--- config.mk ---
export PLATFORM = sky130hd
export DESIGN_NAME = mmg_shade_div
export DESIGN_NICKNAME = d
export VERILOG_FILES = /design/src/rtl/mmg_pkg.sv /design/src/rtl/mmg_shade_div.sv
export SDC_FILE = /design/constraint.sdc
export NUM_CORES = 1
export LEC_CHECK = 0
export BUFFER_PORTS_ARGS = -buffer_cell sky130_fd_sc_hd__clkbuf_2
export CAP_MARGIN = 5
export CORE_MARGIN = 5
export CORE_UTILIZATION = 64
export CTS_BUF_LIST = sky130_fd_sc_hd__clkbuf_2 sky130_fd_sc_hd__clkbuf_4 sky130_fd_sc_hd__clkbuf_8
export DETAILED_ROUTE_END_ITERATION = 16
export HOLD_SLACK_MARGIN = 0.05
export PLACE_DENSITY = 0.84
export SYNTH_ARGS = -nofsm -noshare
export SYNTH_HDL_FRONTEND = slang
export SYNTH_SLANG_ARGS = --single-unit
--- constraint.sdc ---
create_clock -name clk -period 3.6 [get_ports clk]
set_input_delay 0.18 -clock clk [delete_from_list [all_inputs] [get_ports clk]]
set_output_delay 0.18 -clock clk [all_outputs]
set_load 0.05 [all_outputs]
--- src/rtl/mmg_pkg.sv ---
// ============================================================================
// mmg_pkg: shared definitions for the min-max gray normalizer
// Widths, defaults, status codes, register indexes and the divider handoff.
// ============================================================================
package mmg_pkg;

    localparam int MAX_PIXELS_DEF  = 65536;
    localparam int SAMPLE_BITS_DEF = 16;

    localparam int ELEV_W   = 16;   // input sample field
    localparam int DIM_W    = 9;    // row_count / col_count
    localparam int TOTAL_W  = 2 * DIM_W;
    localparam int SHADE_W  = 8;    // gray scale is 2**SHADE_W - 1 = 255
    localparam int CFG_IDX_W = 1;

    localparam logic [DIM_W-1:0] DIM_RESET = DIM_W'(1);

    typedef enum logic [CFG_IDX_W-1:0] {
        REG_ROW_COUNT = 1'b0,
        REG_COL_COUNT = 1'b1
    } cfg_reg_t;

    typedef enum logic [1:0] {
        ST_PIXEL    = 2'd0,
        ST_LOAD_OK  = 2'd1,
        ST_LOAD_ERR = 2'd2,
        ST_NO_IMAGE = 2'd3
    } status_t;

    // divider result handed back to the sequencer
    typedef struct packed {
        logic               done;
        logic [SHADE_W-1:0] shade;
    } mmg_div_res_t;

endpackage

--- src/rtl/mmg_shade_div.sv ---
// ============================================================================
// mmg_shade_div: iterative shade divider
// Computes round((v-min)*255/(max-min)) with a restoring divider, one
// quotient bit per cycle; flat inputs or samples below min give shade 0.
// ============================================================================
module mmg_shade_div #(
    parameter int SAMPLE_BITS = mmg_pkg::SAMPLE_BITS_DEF
) (
    input  logic                          clk,
    input  logic                          rst_n,
    input  logic                          start,
    input  logic signed [SAMPLE_BITS-1:0] sample,
    input  logic signed [SAMPLE_BITS-1:0] min_val,
    input  logic signed [SAMPLE_BITS-1:0] max_val,
    output mmg_pkg::mmg_div_res_t         res
);
    import mmg_pkg::*;

    localparam int DW     = SAMPLE_BITS + 1;
    localparam int RW     = SAMPLE_BITS + SHADE_W + 3;
    localparam int STEP_W = $clog2(SHADE_W);

    logic signed [DW-1:0] diff;
    logic signed [DW-1:0] den;
    logic                 flat;
    logic [RW-1:0]        diff_w;
    logic [RW-1:0]        den_w;
    logic [RW-1:0]        num255;
    logic [RW-1:0]        rem_init;
    logic [RW-1:0]        dvs_init;
    logic                 ge;

    logic                 busy_reg, busy_next;
    logic                 done_reg, done_next;
    logic [STEP_W-1:0]    step_reg, step_next;
    logic [RW-1:0]        rem_reg, rem_next;
    logic [RW-1:0]        dvs_reg, dvs_next;
    logic [SHADE_W-1:0]   q_reg, q_next;

    always_comb
    begin
        diff   = DW'(sample) - DW'(min_val);
        den    = DW'(max_val) - DW'(min_val);
        flat   = den[DW-1] || (den == '0) || diff[DW-1];
        diff_w = RW'($unsigned(diff));
        den_w  = RW'($unsigned(den));
        // x*255 = (x << 8) - x
        num255   = (diff_w << SHADE_W) - diff_w;
        // (2*num + den) / (2*den); divisor starts at top quotient bit
        rem_init = (num255 << 1) + den_w;
        dvs_init = den_w << SHADE_W;
        ge       = (rem_reg >= dvs_reg);
    end

    always_comb
    begin
        busy_next = busy_reg;
        done_next = 1'b0;
        step_next = step_reg;
        rem_next  = rem_reg;
        dvs_next  = dvs_reg;
        q_next    = q_reg;
        if (start)
        begin
            q_next    = '0;
            rem_next  = rem_init;
            dvs_next  = dvs_init;
            step_next = STEP_W'(SHADE_W - 1);
            if (flat)
            begin
                done_next = 1'b1;
            end
            else
            begin
                busy_next = 1'b1;
            end
        end
        else if (busy_reg)
        begin
            if (ge)
            begin
                rem_next = rem_reg - dvs_reg;
            end
            q_next    = {q_reg[SHADE_W-2:0], ge};
            dvs_next  = dvs_reg >> 1;
            step_next = step_reg - STEP_W'(1);
            if (step_reg == '0)
            begin
                busy_next = 1'b0;
                done_next = 1'b1;
            end
        end
    end

    always_ff @(posedge clk or negedge rst_n)
    begin
        if (!rst_n)
        begin
            busy_reg <= 1'b0;
            done_reg <= 1'b0;
            step_reg <= '0;
        end
        else
        begin
            busy_reg <= busy_next;
            done_reg <= done_next;
            step_reg <= step_next;
        end
    end

    always_ff @(posedge clk)
    begin
        rem_reg <= rem_next;
        dvs_reg <= dvs_next;
        q_reg   <= q_next;
    end

    assign res.done  = done_reg;
    assign res.shade = q_reg;

endmodule

==> results of run 1 <==
-- synth_stat cells, types with 4 or more instances --
cell and count:
sky130_fd_sc_hd__clkbuf_1 18, sky130_fd_sc_hd__xnor2_1 45, sky130_fd_sc_hd__o21bai_1 6, sky130_fd_sc_hd__ha_1 84, sky130_fd_sc_hd__a21o_1 37, sky130_fd_sc_hd__and4_1 4
sky130_fd_sc_hd__a211oi_1 12, sky130_fd_sc_hd__a2111oi_0 6, sky130_fd_sc_hd__o211a_1 4, sky130_fd_sc_hd__nor2b_1 11, sky130_fd_sc_hd__a21boi_0 6, sky130_fd_sc_hd__a21oi_1 60
sky130_fd_sc_hd__dfxtp_1 16, sky130_fd_sc_hd__xor2_1 34, sky130_fd_sc_hd__or3_1 8, sky130_fd_sc_hd__o41ai_1 6, sky130_fd_sc_hd__mux2i_1 20, sky130_fd_sc_hd__and3_1 6
sky130_fd_sc_hd__edfxtp_1 44, sky130_fd_sc_hd__fa_1 4, sky130_fd_sc_hd__o31ai_1 21, sky130_fd_sc_hd__or2_2 7, sky130_fd_sc_hd__nor2_1 80, sky130_fd_sc_hd__a31oi_1 6
sky130_fd_sc_hd__nand2b_1 13, sky130_fd_sc_hd__o21a_1 11, sky130_fd_sc_hd__o211ai_1 7, sky130_fd_sc_hd__nor4_1 7, sky130_fd_sc_hd__nor3_1 21, sky130_fd_sc_hd__nand3_1 20
sky130_fd_sc_hd__nand2_1 69, sky130_fd_sc_hd__buf_2 7, sky130_fd_sc_hd__dfrtp_1 5, sky130_fd_sc_hd__a31o_2 5, sky130_fd_sc_hd__o21ai_0 48, sky130_fd_sc_hd__inv_1 79
sky130_fd_sc_hd__nand4_1 7, sky130_fd_sc_hd__and2_1 8
-- repair_timing --
item / in CTS
setup buffers: 24
setup endpoints to repair: 45
pin swaps: 43
gates resized for setup: 67
hold buffers: 1
endpoints found under the hold margin: 5
-- stage by stage --
| step | TNS [ps] | area [um2] | utilization (%) | instances |
|---|---|---|---|---|
| after floorplan | -13400 | 7650 | - | 915 |
| after global placement | -18680 | 9850 | 85.9 | 1334 |
| after detailed placement | -22420 | 9850 | 85.9 | 1334 |
| after CTS | -13700 | 10600 | 92.2 | 1371 |
-- logic make-up after synthesis --
| family | Yosys count |
|---|---|
| multiplexers | 21 |
| adder cells (fa/ha/maj) | 88 |
| AO/OA/AOI/OAI | 272 |
| buffers and inverters | 108 |
| flip-flops | 65 |
| AND/OR/NAND/NOR | 280 |
| XOR/XNOR | 81 |
==> results.sh, run 1 <==
export IMPL_status="did not finish"
export IMPL_flow_stopped_at="5_1_grt"
export IMPL_tool_error="[ERROR DPL-0038] Utilization greater than 100%, impossible to legalize"
export IMPL_synth_top_area_share_pct=17.5
export IMPL_avg_cell_area_syn_um2=8.25
export IMPL_worst_path_endpoint_after_global_route_repair_timing="rem_reg[22]$_DFFE_PP_/D"
export IMPL_worstEpCategory="register input"
export IMPL_yosys_register_bits=65
export IMPL_clock_sinks=65
export IMPL_synthesis_yosys_warnings=0
export IMPL_main_combinational_cell_family_by_area_after_synthesis="compound AO/OA/AOI/OAI gates"
export IMPL_synth_largest_area_cell="sky130_fd_sc_hd__edfxtp_1"
export IMPL_post_synth_cell_types=83
export IMPL_arithmetic_cell_share_of_the_synthesized_area_counting_full_adders_half_adders_and_majority_gates_pct=15.0
export IMPL_synth_compound_gate_area_share_pct=25.1
export IMPL_cts_htree_levels=3
export IMPL_grt_max_degree=96
export IMPL_die_height_um=119
export IMPL_yosys_area_share_simple_pct=18.4
export IMPL_place_detailed_hpwl_um=19500
export IMPL_async_reset_ff_share_pct=7.69
export IMPL_cts_root_buf="sky130_fd_sc_hd__clkbuf_8"
export IMPL_post_synth_instance_area_um2=7550
export IMPL_synth_fp_nets=1054
export IMPL_number_of_enable_type_register_cells_in_the_synthesized_netlist=44
export IMPL_io_port_bufs=59
export IMPL_post_synth_inst_count=915
export IMPL_starting_utilization_of_the_core_area_pct=65.8
export IMPL_buffer_levels_on_the_longest_clock_path=2
export IMPL_ys_flop_type="sky130_fd_sc_hd__edfxtp_1"
export IMPL_row_count=39
export IMPL_synth_seq_area_share_pct=23.4
export IMPL_synth_xor_area_share_pct=9.78
export IMPL_fp_dieW_um=119
export IMPL_dpl_worst_slack_ps=-1690
export IMPL_cts_buffers=9
export IMPL_boundaryPins=60
export IMPL_synthTopCellsByArea="sky130_fd_sc_hd__edfxtp_1, sky130_fd_sc_hd__ha_1, sky130_fd_sc_hd__xnor2_1"
export IMPL_synth_mux_area_fraction_pct=2.80
export IMPL_final_estimated_routing_congestion_in_global_placement=0.958
==> run 2: changes to the inputs <==
Settings changed: CORE_UTILIZATION 64 to 40, CTS_BUF_LIST sky130_fd_sc_hd__clkbuf_2 sky130_fd_sc_hd__clkbuf_4 sky130_fd_sc_hd__clkbuf_8 to default, HOLD_SLACK_MARGIN 0.05 to default, PLACE_DENSITY 0.84 to default, PLACE_DENSITY_LB_ADDON from default to 0.15.
==> run 2 against run 1 <==
The flow now finishes, with violations (setup timing). Synthesized cell count stayed put. Area after synthesis stayed put.
==> results.sh, run 2 <==
export IMPL_worst_case_setup_margin_in_the_final_layout_ps=-975
export IMPL_fp_dieW_um=147
export IMPL_timing_max_cap_violations=0
export IMPL_timing_final_hold_violations=0
export IMPL_cts_htree_levels=3
export IMPL_grt_antenna_before_repair=0
export IMPL_synthesis_yosys_warnings=0
export IMPL_cp_buffers_inverters=4
export IMPL_row_count=50
export IMPL_fp_coreArea_um2=18600
export IMPL_setup_violations_final=16
export IMPL_post_synth_cell_types=83
export IMPL_synth_top_area_share_pct=17.5
export IMPL_yosys_register_bits=65
export IMPL_route_detailed_vias_per_inst=5.21
export IMPL_place_detailed_hpwl_um=18400
export IMPL_grt_first_pass_wirelength_um=37600
export IMPL_nNetsFinal=1400
export IMPL_finalWirelength_um=22900
export IMPL_ant_nets=0
export IMPL_synth_seq_area_share_pct=23.4
export IMPL_synth_fp_nets=1054
export IMPL_cts_buffers=9
export IMPL_detailedRoute_firstIterationViolations=420
export IMPL_die_height_um=147
export IMPL_starting_utilization_of_the_core_area_pct=40.5
export IMPL_cellPowerDensity_nw_per_um2=717
export IMPL_final_setup_skew_ps=9.40
export IMPL_dpl_worst_slack_ps=-1600
export IMPL_cell_with_the_largest_stage_delay_on_the_worst_path="sky130_fd_sc_hd__or4b_4"
export IMPL_vdd_ir_drop_worst_mv=0.327
export IMPL_post_synth_instance_area_um2=7550
export IMPL_post_synth_inst_count=915
export IMPL_power_total_mw=8.11
export IMPL_synth_most_common_cell="sky130_fd_sc_hd__ha_1"
export IMPL_synthTopCellsByArea="sky130_fd_sc_hd__edfxtp_1, sky130_fd_sc_hd__ha_1, sky130_fd_sc_hd__xnor2_1"
export IMPL_groute_usage_overall_pct=20.9
export IMPL_leakagePower_nw=5.47
export IMPL_buffer_levels_on_the_longest_clock_path=2
export IMPL_cts_tree="built"
export IMPL_avg_cell_area_syn_um2=8.25
export IMPL_cts_root_buf="sky130_fd_sc_hd__clkbuf_16"
export IMPL_routedWlPerCell_um=15.2
export IMPL_boundaryPins=60
export IMPL_drive_above_1_share_pct=39.1
export IMPL_worstSkewPairLatency_ps=330
export IMPL_final_report_max_slew_violation_count=0
export IMPL_area_delta_synth_final_pct=49.9
export IMPL_crit_path_max_fanout=4
export IMPL_route_detailed_drc=0
export IMPL_clock_sinks=65
export IMPL_ys_flop_type="sky130_fd_sc_hd__edfxtp_1"
export IMPL_tns_ps=-11780
export IMPL_layout_common_cells="sky130_fd_sc_hd__buf_4, sky130_fd_sc_hd__nor2_1, sky130_fd_sc_hd__inv_1"
export IMPL_timing_worst_slew_pin_value_ps=878
export IMPL_io_port_bufs=59
export IMPL_filler_instances=1703
export IMPL_rsz0062_at_grt="true"
export IMPL_largest_register_ff_count=27
export IMPL_fmaxAchievable_ghz=0.219
export IMPL_synth_largest_area_cell="sky130_fd_sc_hd__edfxtp_1"
export IMPL_fp_dieArea_um2=21700
export IMPL_worst_endpoint_required_time_ps=3650
export IMPL_antenna_cells_inserted=0
export IMPL_synth_commonest_cells="sky130_fd_sc_hd__ha_1, sky130_fd_sc_hd__nor2_1, sky130_fd_sc_hd__inv_1, sky130_fd_sc_hd__nand2_1, sky130_fd_sc_hd__a21oi_1"
export IMPL_crit_family="compound AO/OA/AOI/OAI gates"
export IMPL_critical_path_endpoint_type="flip-flop"
export IMPL_status="complete, but fails checks"
export IMPL_first_global_vias=7796
export IMPL_async_reset_ff_share_pct=7.69
export IMPL_number_of_enable_type_register_cells_in_the_synthesized_netlist=44
export IMPL_firstDrtPassIters=4
export IMPL_violated_checks="setup timing"
export IMPL_final_estimated_routing_congestion_in_global_placement=0.912
export IMPL_cp_start_kind="primary input"
export IMPL_clkTransAtPathRegs_ps=60
export IMPL_critPathArrivalTime_ps=4620
export IMPL_timing_critical_path_slowest_cell_delay_ps=500
export IMPL_detailroute_via_count=7815
export IMPL_period_needed_ps=4580
export IMPL_grt_ovfl_total=0
export IMPL_grt_max_degree=51
export IMPL_critical_path_class="primary input to flip-flop"
export IMPL_timing_slew_headroom_pct=41.5
export IMPL_fin_crit_sh_pct=127
export IMPL_hold_class="primary input to asynchronous set/reset pin"
export IMPL_layout_cells_most_common="sky130_fd_sc_hd__buf_4"
[run 2: final timing paths]
kind	startpoint	to	slack, ps	cells past startpoint
worst max register to register	rem_reg[0]$_DFFE_PP_	rem_reg[22]$_DFFE_PP_	20	17
worst min-delay path	rst_n	busy_reg$_DFFE_PN0P_	210	2
min in group clk	max_val[0]	rem_reg[0]$_DFFE_PP_	410	4
worst max-delay path	sample[0]	rem_reg[22]$_DFFE_PP_	-980	26
worst min register to register	q_reg[0]$_SDFFE_PP0P_	q_reg[0]$_SDFFE_PP0P_	490	2
max in group asynchronous	rst_n	done_reg$_DFF_PN0_	3260	2
[run 2: power by group]
group | internal (mW) | total, mW | switching, mW | leakage (nW)
clock network | 0.587 | 0.888 | 0.301 | 0.156
logic | 3.07 | 5.98 | 2.92 | 4.66
registers | 1.15 | 1.24 | 0.0965 | 0.652
total | 4.80 | 8.11 | 3.32 | 5.47
[run 2: repair_timing]
item                       in CTS  in global routing
hold endpoints to repair        5                  0
buffers inserted               21                 12
pin swaps                      57                 29
hold buffers                    1                  0
resized for setup              67                 58
setup endpoints to repair      19                 46
[run 2: worst register-to-register path: stages, from the launching register on]
cell and delay (ps):
sky130_fd_sc_hd__edfxtp_1 330, sky130_fd_sc_hd__inv_1 40, sky130_fd_sc_hd__ha_1 210, sky130_fd_sc_hd__fa_1 380
sky130_fd_sc_hd__nor2b_1 120, sky130_fd_sc_hd__o21ai_0 100, sky130_fd_sc_hd__a21boi_0 280, sky130_fd_sc_hd__o41ai_1 110
sky130_fd_sc_hd__buf_4 150, sky130_fd_sc_hd__a21oi_1 210, sky130_fd_sc_hd__o21ai_0 180, sky130_fd_sc_hd__o21ai_0 450
sky130_fd_sc_hd__a21o_1 200, sky130_fd_sc_hd__a21o_1 150, sky130_fd_sc_hd__buf_4 120, sky130_fd_sc_hd__xor2_1 180
sky130_fd_sc_hd__nor2_1 70, sky130_fd_sc_hd__a21oi_1 140
[run 2: layout make-up]
cell class	count	area [um2]	area share, %
tap	234	293	2.59
clock buffer	15	310	2.74
multi-input combinational	742	5970	52.8
sequential	65	1770	15.6
timing repair buffer	363	2660	23.5
clock inverter	1	5.00	0.0443
inverter	80	310	2.74
[run 2: cells by family (layout without fill, tap and decap cells)]
| kind of cell | after synthesis | count (layout) | synth area share, % |
|---|---|---|---|
| buffers and inverters | 108 | 459 | 5.54 |
| xor gates and xnor gates | 81 | 81 | 9.78 |
| adders and majority gates | 88 | 88 | 15.0 |
| and+or+nand+nor | 280 | 280 | 18.4 |
| muxes | 21 | 21 | 2.80 |
| DFF | 65 | 65 | 23.4 |
| AOI/OAI and AO/OA | 272 | 272 | 25.1 |
[run 2: stage by stage]
step	hold slack, ps	cells	utilization (%)	cell area (um2)
2_1_floorplan	-116	915	-	7650
3_3_place_gp	5.40	1455	54.7	10200
3_5_place_dp	5.73	1455	54.7	10200
4_1_cts	206	1488	58.8	11000
5_1_grt	216	1500	60.7	11300
6_report	209	1500	60.7	11300
[run 2: metal layers]
layer	wire, um	share of wire (%)	track usage, %
met3	526	2.3	1.57
met5	0	0	0
met2	11100	49	36.9
met1	10700	47	27.5
met4	539	2.4	6.10
Power figures use the tool's default switching activity.
